--- config.mk ---
export PLATFORM = sky130hd
export DESIGN_NAME = i2c_master_transfer_sequencer
export DESIGN_NICKNAME = d
export VERILOG_FILES = /design/src/hw/rtl/i2cmts_pkg.sv /design/src/hw/rtl/i2c_master_transfer_sequencer.sv
export SDC_FILE = /design/constraint.sdc
export NUM_CORES = 2
export LEC_CHECK = 0
export BUFFER_PORTS_ARGS = -buffer_cell sky130_fd_sc_hd__buf_2
export CORE_UTILIZATION = 57
export CTS_CLUSTER_SIZE = 25
export DETAILED_ROUTE_END_ITERATION = 10
export HOLD_SLACK_MARGIN = 0.02
export MAX_ROUTING_LAYER = met4
export PLACE_DENSITY = 0.79
export REMOVE_ABC_BUFFERS = 1
export SLEW_MARGIN = 20
export SYNTH_ARGS = -nofsm -noshare
export SYNTH_HDL_FRONTEND = slang
export SYNTH_SLANG_ARGS = --single-unit
export TNS_END_PERCENT = 50
--- constraint.sdc ---
create_clock -name clk -period 8.6 [get_ports clk]
set_input_delay 1.72 -clock clk [delete_from_list [all_inputs] [get_ports clk]]
set_output_delay 1.72 -clock clk [all_outputs]
set_load 0.05 [all_outputs]
--- src/hw/rtl/i2cmts_pkg.sv ---
// ----------------------------------------------------------------------------
// i2cmts_pkg
// Shared types and constants of the I2C master transfer sequencer.
// ----------------------------------------------------------------------------
package i2cmts_pkg;

  localparam int MAX_LENGTH = 256;
  localparam int BUF_DEPTH  = 256;
  localparam int BUF_AW     = $clog2(BUF_DEPTH);

  localparam int IN_DATA_W  = 56;
  localparam int IN_USER_W  = 2;
  localparam int OUT_DATA_W = 40;

  // request kinds (in_tuser)
  localparam logic [1:0] REQ_LOAD  = 2'd0;
  localparam logic [1:0] REQ_START = 2'd1;
  localparam logic [1:0] REQ_EVENT = 2'd2;

  // bus controller status codes
  localparam logic [7:0] SC_BUS_ERROR    = 8'h00;
  localparam logic [7:0] SC_START        = 8'h08;
  localparam logic [7:0] SC_RSTART       = 8'h10;
  localparam logic [7:0] SC_ADDR_W_ACK   = 8'h18;
  localparam logic [7:0] SC_ADDR_W_NACK  = 8'h20;
  localparam logic [7:0] SC_DATA_TX_ACK  = 8'h28;
  localparam logic [7:0] SC_DATA_TX_NACK = 8'h30;
  localparam logic [7:0] SC_ARB_LOST     = 8'h38;
  localparam logic [7:0] SC_ADDR_R_ACK   = 8'h40;
  localparam logic [7:0] SC_ADDR_R_NACK  = 8'h48;
  localparam logic [7:0] SC_DATA_RX_ACK  = 8'h50;
  localparam logic [7:0] SC_DATA_RX_NACK = 8'h58;

  // acknowledge actions
  localparam logic [1:0] ACK_KEEP = 2'd0;
  localparam logic [1:0] ACK_SET  = 2'd1;
  localparam logic [1:0] ACK_CLR  = 2'd2;

  // completion status
  localparam logic [1:0] ST_OK     = 2'd0;
  localparam logic [1:0] ST_NODEV  = 2'd1;
  localparam logic [1:0] ST_BADARG = 2'd2;
  localparam logic [1:0] ST_UNSUP  = 2'd3;

  // result, packed so that ctl_start is bit 0
  typedef struct packed {
    logic [1:0] status;
    logic       done_res;
    logic [7:0] rx_index;
    logic [7:0] rx_data;
    logic       rx_valid;
    logic [7:0] tx_data;
    logic       tx_valid;
    logic       clear_start;
    logic [1:0] ack_action;
    logic       ctl_stop;
    logic       ctl_start;
  } res_t;

endpackage

--- src/hw/rtl/i2c_master_transfer_sequencer.sv ---
// ----------------------------------------------------------------------------
// i2c_master_transfer_sequencer
// Sequences one I2C master read or write transfer from bus status codes.
// ----------------------------------------------------------------------------
// Usage:
//   Input stream: in_tuser selects the request (load transmit byte, start
//   transfer, bus status event); in_tdata carries the request fields.
//   Output stream: exactly one result transaction per input transaction,
//   in order, carrying the controller actions, transmit/receive bytes and
//   completion status.
//   Throughput: one transaction per cycle while the output is not stalled;
//   the registered read of the transmit buffer RAM sets the first stage,
//   the output register the second.
//   The transmit buffer is a 256 x 8 synchronous RAM written by load
//   requests and read at the current byte position on data-send events.
//   Reset: transfer state idle, pipeline empty; the buffer RAM is not
//   cleared and needs no clearing pass.
//   When out_tready is low, one more transaction is taken into the first
//   stage, then in_tready drops until the output register drains.
// ----------------------------------------------------------------------------
module i2c_master_transfer_sequencer (
  input  logic                               clk,
  input  logic                               rst_n,
  input  logic                               in_tvalid,
  output logic                               in_tready,
  // [7:0] buffer_index, [15:8] tx_byte, [22:16] slave_addr, [23] read_not_write,
  // [32:24] transfer_length, [33] ten_bit_request, [41:34] status_code,
  // [49:42] rx_byte, [55:50] zero
  input  logic [i2cmts_pkg::IN_DATA_W-1:0]   in_tdata,
  // [1:0] req_type
  input  logic [i2cmts_pkg::IN_USER_W-1:0]   in_tuser,
  output logic                               out_tvalid,
  input  logic                               out_tready,
  // [0] ctl_start, [1] ctl_stop, [3:2] ack_action, [4] clear_start,
  // [5] tx_valid, [13:6] tx_data, [14] rx_valid, [22:15] rx_data,
  // [30:23] rx_index, [31] done_res, [33:32] status, [39:34] zero
  output logic [i2cmts_pkg::OUT_DATA_W-1:0]  out_tdata
);
  import i2cmts_pkg::*;

  // input fields
  logic [7:0] f_buffer_index, f_tx_byte, f_status_code, f_rx_byte;
  logic [6:0] f_slave_addr;
  logic       f_rnw, f_ten;
  logic [8:0] f_len;

  assign f_buffer_index = in_tdata[7:0];
  assign f_tx_byte      = in_tdata[15:8];
  assign f_slave_addr   = in_tdata[22:16];
  assign f_rnw          = in_tdata[23];
  assign f_len          = in_tdata[32:24];
  assign f_ten          = in_tdata[33];
  assign f_status_code  = in_tdata[41:34];
  assign f_rx_byte      = in_tdata[49:42];

  // transfer state
  logic       busy_r, busy_nxt;
  logic [7:0] addr_byte_r, addr_byte_nxt;
  logic [8:0] pos_r, pos_nxt;
  logic [8:0] len_r, len_nxt;

  // pipeline
  logic       s1_valid_r, s1_valid_nxt;
  res_t       s1_res_r, s1_res_nxt;
  logic       s1_use_mem_r, s1_use_mem_nxt;
  logic       out_valid_r, out_valid_nxt;
  res_t       out_res_r, out_res_nxt;

  // transmit buffer
  logic [7:0]        buf_mem [BUF_DEPTH];
  logic [7:0]        buf_rdata_r;
  logic              buf_we, buf_re;
  logic [BUF_AW-1:0] buf_raddr;

  logic adv, acc;
  logic [8:0] pos_rx;

  assign adv       = s1_valid_r && (!out_valid_r || out_tready);
  assign in_tready = !s1_valid_r || adv;
  assign acc       = in_tvalid && in_tready;

  always_comb begin
    busy_nxt       = busy_r;
    addr_byte_nxt  = addr_byte_r;
    pos_nxt        = pos_r;
    len_nxt        = len_r;
    s1_res_nxt     = '0;
    s1_use_mem_nxt = 1'b0;
    buf_we         = 1'b0;
    buf_re         = 1'b0;
    buf_raddr      = pos_r[BUF_AW-1:0];
    pos_rx         = pos_r;
    if (acc) begin
      case (in_tuser)
        REQ_LOAD: begin
          buf_we = 1'b1;
        end
        REQ_START: begin
          if (!busy_r) begin
            if (f_len == 9'd0 || 32'(f_len) > MAX_LENGTH) begin
              s1_res_nxt.done_res = 1'b1;
              s1_res_nxt.status   = ST_BADARG;
            end else if (f_ten) begin
              s1_res_nxt.done_res = 1'b1;
              s1_res_nxt.status   = ST_UNSUP;
            end else begin
              addr_byte_nxt        = {f_slave_addr, f_rnw};
              pos_nxt              = 9'd0;
              len_nxt              = f_len;
              busy_nxt             = 1'b1;
              s1_res_nxt.ctl_start = 1'b1;
            end
          end
        end
        REQ_EVENT: begin
          if (busy_r) begin
            case (f_status_code)
              SC_START, SC_RSTART: begin
                pos_nxt                = 9'd0;
                s1_res_nxt.tx_valid    = 1'b1;
                s1_res_nxt.tx_data     = addr_byte_r;
                s1_res_nxt.ack_action  = ACK_SET;
                s1_res_nxt.clear_start = 1'b1;
              end
              SC_ADDR_W_NACK, SC_ADDR_R_NACK: begin
                s1_res_nxt.ctl_stop   = 1'b1;
                s1_res_nxt.ack_action = ACK_SET;
                s1_res_nxt.done_res   = 1'b1;
                s1_res_nxt.status     = ST_NODEV;
                busy_nxt              = 1'b0;
              end
              SC_ADDR_W_ACK, SC_DATA_TX_ACK: begin
                s1_res_nxt.ack_action = ACK_SET;
                if (pos_r >= len_r) begin
                  s1_res_nxt.ctl_stop = 1'b1;
                  s1_res_nxt.done_res = 1'b1;
                  s1_res_nxt.status   = ST_OK;
                  busy_nxt            = 1'b0;
                end else begin
                  // data byte is read from the buffer RAM into a register and merged on the way to the output register
                  s1_res_nxt.tx_valid = 1'b1;
                  s1_use_mem_nxt      = 1'b1;
                  buf_re              = 1'b1;
                  pos_nxt             = pos_r + 9'd1;
                end
              end
              SC_DATA_TX_NACK: begin
                s1_res_nxt.ctl_stop   = 1'b1;
                s1_res_nxt.ack_action = ACK_SET;
                s1_res_nxt.done_res   = 1'b1;
                s1_res_nxt.status     = ST_OK;
                busy_nxt              = 1'b0;
              end
              SC_ARB_LOST: begin
                s1_res_nxt.ctl_start  = 1'b1;
                s1_res_nxt.ack_action = ACK_SET;
              end
              SC_ADDR_R_ACK: begin
                s1_res_nxt.ack_action = (len_r == 9'd1) ? ACK_CLR : ACK_SET;
              end
              SC_DATA_RX_ACK: begin
                s1_res_nxt.rx_valid = 1'b1;
                s1_res_nxt.rx_data  = f_rx_byte;
                s1_res_nxt.rx_index = pos_r[7:0];
                if (pos_r < len_r) pos_rx = pos_r + 9'd1;
                pos_nxt = pos_rx;
                // clear ack ahead of the last byte
                s1_res_nxt.ack_action =
                  ((10'(pos_rx) + 10'd1) == 10'(len_r)) ? ACK_CLR : ACK_SET;
              end
              SC_DATA_RX_NACK: begin
                s1_res_nxt.rx_valid   = 1'b1;
                s1_res_nxt.rx_data    = f_rx_byte;
                s1_res_nxt.rx_index   = pos_r[7:0];
                s1_res_nxt.ctl_stop   = 1'b1;
                s1_res_nxt.ack_action = ACK_SET;
                s1_res_nxt.done_res   = 1'b1;
                s1_res_nxt.status     = ST_OK;
                busy_nxt              = 1'b0;
              end
              SC_BUS_ERROR: begin
              end
              default: begin
              end
            endcase
          end
        end
        default: begin
        end
      endcase
    end
  end

  always_comb begin
    s1_valid_nxt = s1_valid_r;
    if (acc)      s1_valid_nxt = 1'b1;
    else if (adv) s1_valid_nxt = 1'b0;
    out_valid_nxt = out_valid_r;
    if (adv)             out_valid_nxt = 1'b1;
    else if (out_tready) out_valid_nxt = 1'b0;
  end

  // merge the buffer read data into the staged result
  always_comb begin
    out_res_nxt = s1_res_r;
    if (s1_use_mem_r) out_res_nxt.tx_data = buf_rdata_r;
  end

  always_ff @(posedge clk) begin
    if (!rst_n) begin
      busy_r      <= 1'b0;
      addr_byte_r <= '0;
      pos_r       <= '0;
      len_r       <= '0;
      s1_valid_r  <= 1'b0;
      out_valid_r <= 1'b0;
    end else begin
      busy_r      <= busy_nxt;
      addr_byte_r <= addr_byte_nxt;
      pos_r       <= pos_nxt;
      len_r       <= len_nxt;
      s1_valid_r  <= s1_valid_nxt;
      out_valid_r <= out_valid_nxt;
    end
  end

  always_ff @(posedge clk) begin
    if (acc) begin
      s1_res_r     <= s1_res_nxt;
      s1_use_mem_r <= s1_use_mem_nxt;
    end
    if (adv) out_res_r <= out_res_nxt;
  end

  always_ff @(posedge clk) begin
    if (buf_we) buf_mem[f_buffer_index[BUF_AW-1:0]] <= f_tx_byte;
    if (buf_re) buf_rdata_r <= buf_mem[buf_raddr];
  end

  assign out_tvalid = out_valid_r;
  assign out_tdata  = {(OUT_DATA_W - $bits(res_t))'(0), out_res_r};

  // assertions
  a_pos_in_range: assert property (@(posedge clk) disable iff (!rst_n)
    pos_r <= len_r)
    else $error("byte position beyond transfer length");

  a_tx_rx_exclusive: assert property (@(posedge clk) disable iff (!rst_n)
    out_valid_r |-> !(out_res_r.tx_valid && out_res_r.rx_valid))
    else $error("transmit and receive in one result");

  a_nodev_stops: assert property (@(posedge clk) disable iff (!rst_n)
    (out_valid_r && out_res_r.done_res && out_res_r.status == ST_NODEV)
      |-> out_res_r.ctl_stop)
    else $error("no-device completion without stop");

  a_stall_holds_s1: assert property (@(posedge clk) disable iff (!rst_n)
    (s1_valid_r && out_valid_r && !out_tready) |=> s1_valid_r)
    else $error("first stage lost while output stalled");

endmodule

======== Word-level counts from Yosys, hierarchy flattened ========
Memories as Yosys holds them, arrays and structs flattened. A register that Yosys moved wholly into a read port is not among the register bits.
Index checks and enable logic that the tools add are counted.
word-level totals
  memories kept ........................... 1
  bits in registers ....................... 98
  output and inout port bits .............. 42
  input port bits ......................... 62
  memory bits (writable) .................. 2,048
  logic and storage cells ................. 135
operators by class
  reduce and logical (&&, ||, !) cells .... 25
  order comparisons ....................... 3
  equality and inequality tests ........... 21
  bitwise logic cells ..................... 3
  $add $sub $neg .......................... 2
  mux-type cells .......................... 51
memory list
  memory   words  bits a word  read ports  clocked after Yosys merged registers in  write ports  line                                 source
  buf_mem  256    8            1           1                                        1            i2c_master_transfer_sequencer.sv:70  logic [7:0] buf_mem [BUF_DEPTH];
operators with widths
  kind                                                             count
  9-bit two-way mux                                                10
  34-bit two-way mux                                               1
  8-bit by 6-bit == test with 1-bit output, second input constant  4
  8-bit by 7-bit == test with 1-bit output, second input constant  4
  9-bit case mux with 3 select lines                               1
  1-bit two-way mux                                                22
  9-bit case mux with 2 select lines                               1
  17-bit two-way mux                                               1
  8-bit by 5-bit == test with 1-bit output, second input constant  2
  8-bit two-way mux                                                2
  2-bit case mux with 3 select lines                               2
  9-bit by 1-bit adder with 10-bit output, second input constant   1
  10-bit by 9-bit == test with 1-bit output                        1
  1-bit case mux with 2 select lines                               5
  2-bit OR reduction                                               5
  9-bit by 1-bit adder with 9-bit output, second input constant    1
  9-bit by 1-bit == test with 1-bit output, second input constant  1
  9-bit >= comparator                                              1
  9-bit greater-than comparator, second input constant             1
  9-bit logical NOT                                                1
  9-bit < comparator                                               1
  3-bit two-way mux                                                3
  9-bit OR reduction                                               1
  8-bit by 4-bit == test with 1-bit output, second input constant  1
  other kinds (18)                                                 32

======== Longest topological paths before layout ========
  depth in word-level cells ............... 12
  mapped depth ............................ 21
  gate-level depth less buffers ........... 16

======== Least setup slack after synthesis ========
Ideal clock, no wire load.
  path kind ............................... input -> register
  start point ............................. input port out_tready
  end point ............................... memory buf_mem[63][0] (enable)
  library setup time ...................... 370 ps
  stages on the path ...................... 9
  path slack .............................. 3,488 ps
  required time ........................... 8,230 ps
  arrival ................................. 4,742 ps
  path buffers ............................ 2
  cell sequence ........................... nor2b_1 > nand2_1 > and2_1 > clkbuf_1 > nand2_1 > nor3_1 > nand3_1 > clkbuf_1 > nor2_1
on the way
  longest elaborated chain between the ends .. 7
RTL lines
  element                                  line                                  source
  start, declared                          i2c_master_transfer_sequencer.sv:33   input logic out_tready,
  1-bit logical OR                         i2c_master_transfer_sequencer.sv:78   assign adv = s1_valid_r && (!out_valid_r || out_tready);
  1-bit logical AND                        i2c_master_transfer_sequencer.sv:78
  1-bit logical OR                         i2c_master_transfer_sequencer.sv:79   assign in_tready = !s1_valid_r || adv;
  via in_tready                            i2c_master_transfer_sequencer.sv:25   output logic in_tready,
  1-bit logical AND                        i2c_master_transfer_sequencer.sv:80   assign acc = in_tvalid && in_tready;
  via acc                                  i2c_master_transfer_sequencer.sv:75   logic adv, acc;
  1-bit two-way mux                        i2c_master_transfer_sequencer.sv:93   if (acc) begin
  1-bit two-way mux                        i2c_master_transfer_sequencer.sv:236  if (buf_we) buf_mem[f_buffer_index[BUF_AW-1:0]] <= f_tx_byte;
  1-bit two-way mux (implied by the code)  i2c_master_transfer_sequencer.sv:236
  end, declared                            i2c_master_transfer_sequencer.sv:70
The timed path passes the listed nets, and every way through them passes these cells.

======== Final worst setup path ========
  start point ............................. register pos_r[0]
  end point ............................... register buf_rdata_r[6] (read register of buf_mem) (data pin)
on the way
  longest elaborated chain between the ends .. 6
RTL lines
  element                 line                                  source
  start, declared         i2c_master_transfer_sequencer.sv:59   logic [8:0] pos_r, pos_nxt;
  start signal, assigned  i2c_master_transfer_sequencer.sv:220  pos_r <= pos_nxt;
  9-bit >= comparator     i2c_master_transfer_sequencer.sv:134  if (pos_r >= len_r) begin
  1-bit two-way mux       i2c_master_transfer_sequencer.sv:134
  1-bit two-way mux       i2c_master_transfer_sequencer.sv:117  case (f_status_code)
  1-bit two-way mux       i2c_master_transfer_sequencer.sv:116  if (busy_r) begin
  1-bit two-way mux       i2c_master_transfer_sequencer.sv:94   case (in_tuser)
  1-bit two-way mux       i2c_master_transfer_sequencer.sv:93
  end, declared           i2c_master_transfer_sequencer.sv:71   logic [7:0] buf_rdata_r;
Several ways; a longest one is shown, not always the timed one.
A chain may end at the register's enable or synchronous reset.

==> flow_summary_export.csv <==
group,metric,value,unit
layout,fin_area,93190,sq um
place,place.gp.congestion,0.8736,
global_route,grt_pass1_wl,288800,microns
sta,fmax,0.1977,GHz
layout,syn2layout_area_growth,10.78,%
setup_path,crit_path_max_fanout,82,
sta,min_period,5.058,ns
global_route,grt_usage,0.2821,
synthesis,async_reset_ff_frac,0,
global_route,grt_max_degree,160,
setup_path,worstPathRequired,9.14,ns
floorplanning,die_w,386.2,microns
outcome,failed_checks,"antenna violations",
sta,worst_slack,3.542,ns
place,hpwl,106900,microns
cts,cts.sinks,2154,
route,drc,0,
cts,cts_root_buf,"clkbuf_16",
sta,tns,0,ns
cts,cts_tree,"yes",
min_path,hold_class,"flip-flop to flip-flop",
cts,clk_latency,0.84,ns
synthesis,synth_common_cells,"edfxtp_1 (2125), mux4_2 (680), nor2_1 (282)",
global_route,overflow,0,
route,first_pass_iters,6,
floorplanning,dieArea,149100,sq um
setup_path,critical_path.max_stage_delay,0.86,ns
global_route,antenna_found_initial,15,
synthesis,synth_largest_area_cell,"edfxtp_1",
synthesis,synth_most_common_cell,"edfxtp_1",
synthesis,synthCells,3696,
setup_path,startpoint_type,"flip-flop",
route,wire_per_inst,33.57,microns
synthesis,syn_area,84120,sq um
place,port_buffers,91,
synthesis,yosysUniqueCellTypes,67,
route,avgViaCountPerCell,6.773,
power,p_per_area,222.3,nW/um^2
synthesis,synth-edff-count,2125,
sta,clock_skew,0.03701,ns
sta,finalCritPeriodShare,0.5882,
route,final_antenna_net_count,1,
synthesis,yosys_register_bits,2154,
route,drt_first_iter_violations,5539,
setup_path,crit_type,"flip-flop to flip-flop",
sta,finalMaxSlewViolations,0,
cts,cts_resized,0,
sta,hold_viol_final,0,
sta,tightestPinTransition,1.156,ns
route,vias,40220,
layout,drive_gt1_frac,0.2867,
layout,final_nets,3911,
power,peakVddDrop,0.0001790,V
cts,cts_setup_buffers,0,
floorplanning,fp.dieH,386.2,microns
synthesis,synth_area_per_cell,22.76,sq um
setup_path,timing.critical_path.buf_inv,2,
cts,hold_buffers,0,
sta,slew_headroom,0.2294,
outcome,outcome,"complete, but fails checks",
floorplanning,io_pins,104,
sta,setup_violations,0,
cts,cts_buffers,202,
cts,cts.path.max_buffers,3,
power,p_leak,0.02775,uW
synthesis,synth_top_area_frac,0.7585,
place,pre_cts_slack,2.729,ns
setup_path,cp-end-kind,"flip-flop",
setup_path,crit_family,"multiplexers",
sta,rsz0062_at_grt,"false",
floorplanning,start_util,0.5758,
setup_path,crit_path_cell_trace,"buf_12, buf_4, mux4_2, mux4_2, mux4_2, mux4_2",
synthesis,synth-seq-area-share,0.7654,
synthesis,yosysWarnings,0,
global_route,grt_pass1_vias,40870,
cts,cts.reportedPaths.clkPinSlew,0.06,ns
place,place_area,86670,sq um
cts,htreeDepth,4,
flow_run,drv_cap,0,
setup_path,critPathMostFrequentCell,"mux4_2",
route,routed_wl,199300,microns
floorplanning,rows,140,
floorplanning,core-area,146100,sq um
synthesis,synthFlopType,"edfxtp_1",
setup_path,crit_arrival,5.60,ns
synthesis,synth.area.top_cells,"edfxtp_1 (76%), mux4_2 (18%), nor2_1 (1.3%)",
setup_path,cp_slowest_cell,"dfxtp_4",
==> cell type report <==
type / count / area, sq um
Sequential cell: 2154 / 64410
Fill cell: 9012 / 52900
Multi-Input combinational cell: 1306 / 18760
Clock buffer: 252 / 5369
Tap cell: 1917 / 2399
Clock inverter: 118 / 1092
Timing Repair Buffer: 149 / 1027
Inverter: 22 / 82.58
Antenna cell: 20 / 50.05
==> layout by cell type (no fill, tap or decap), types with 6 or more instances in the layout <==
cell type	netlist	layout
a21oi_1	16	16
a31oi_1	8	8
and2_1	28	27
and3_1	6	6
buf_2	62	83
buf_4	8	52
bufinv_16	0	16
clkbuf_1	121	43
clkbuf_16	0	207
clkbuf_8	0	10
clkinv_1	0	44
clkinv_2	0	39
conb_1	1	6
dfxtp_1	29	23
diode_2	0	20
edfxtp_1	2125	2125
ha_1	14	14
inv_1	21	21
mux2_2	8	8
mux2i_1	17	17
mux4_2	680	680
nand2_1	42	42
nand3_1	21	21
nand4_1	10	10
nor2_1	282	282
nor2b_1	32	31
nor3_1	16	15
nor4_1	18	18
o21ai_0	10	9
o221a_2	8	8
or4_1	6	6
xnor2_1	11	11
==> registers in the layout (all words and copies together), names as in the netlist <==
signal / flops
s1_valid_r: 1
pos_r: 9
len_r: 9
out_tvalid: 1
busy_r: 1
s1_res_r: 8
addr_byte_r: 8
buf_mem: 2048
out_tdata: 34
s1_use_mem_r: 1
out_res_nxt: 26
buf_rdata_r: 8
==> path summary, 6_finish.rpt <==
check / from / to / slack [ns] / cells past startpoint
max reg2reg: pos_r[0]$_SDFFE_PN0P_ / buf_rdata_r[6]$_DFFE_PP_ / 3.54 / 6
max: pos_r[0]$_SDFFE_PN0P_ / buf_rdata_r[6]$_DFFE_PP_ / 3.54 / 6
min reg2reg: out_res_nxt[4]$_SDFFCE_PN0P_ / out_tdata[4]$_DFFE_PP_ / 0.42 / 0
min: out_res_nxt[4]$_SDFFCE_PN0P_ / out_tdata[4]$_DFFE_PP_ / 0.42 / 0
==> where the power goes <==
part           switching [uW]  internal [uW]  leakage (uW)  total (uW)
Combinational             282           44.8       0.00519         327
Sequential               8.17          11500        0.0194       11600
Clock                    3920           4910       0.00316        8830
Total                    4210          16500        0.0278       20700
==> per-stage QoR <==
step	hold slack [ns]	utilization	std cells	total power [uW]
after CTS	0.4190	0.6375	5918	20730
final	0.4170	0.6379	5938	20710
after global placement	0.4007	0.5933	5548	12080
after detailed placement	0.4045	0.5933	5548	12100
after floorplan	0.4003	-	3482	11860
after global routing	0.4247	0.6378	5933	21100
==> worst register-to-register path, cell delays in order (launching register included) <==
cell and delay [ns]:
dfxtp_4 0.86, buf_12 0.55, buf_4 0.95, mux4_2 0.71, mux4_2 0.57, mux4_2 0.60
mux4_2 0.55
==> cells by family after synthesis <==
logic type / count (synthesis) / synth area share
AO/OA/AOI/OAI: 81 / 0.006946
XOR/XNOR: 17 / 0.002097
adder cells (fa/ha/maj): 14 / 0.002082
buffers and inverters: 241 / 0.01203
flip-flops: 2154 / 0.7654
multiplexers: 705 / 0.1851
other: 1 / 0.00004458
AND/OR/NAND/NOR: 483 / 0.02621
==> metal layers <==
metal	wire [microns]	GRT usage	vias to the layer above	part of all wire
met5	0	-	-	0
met4	7288	0.09784	0	0.037
met3	19990	0.05593	445	0.10
met2	100300	0.4486	2748	0.50
met1	71750	0.3687	21120	0.36
li1	-	-	15910	-
Power figures use the tool's default switching activity.
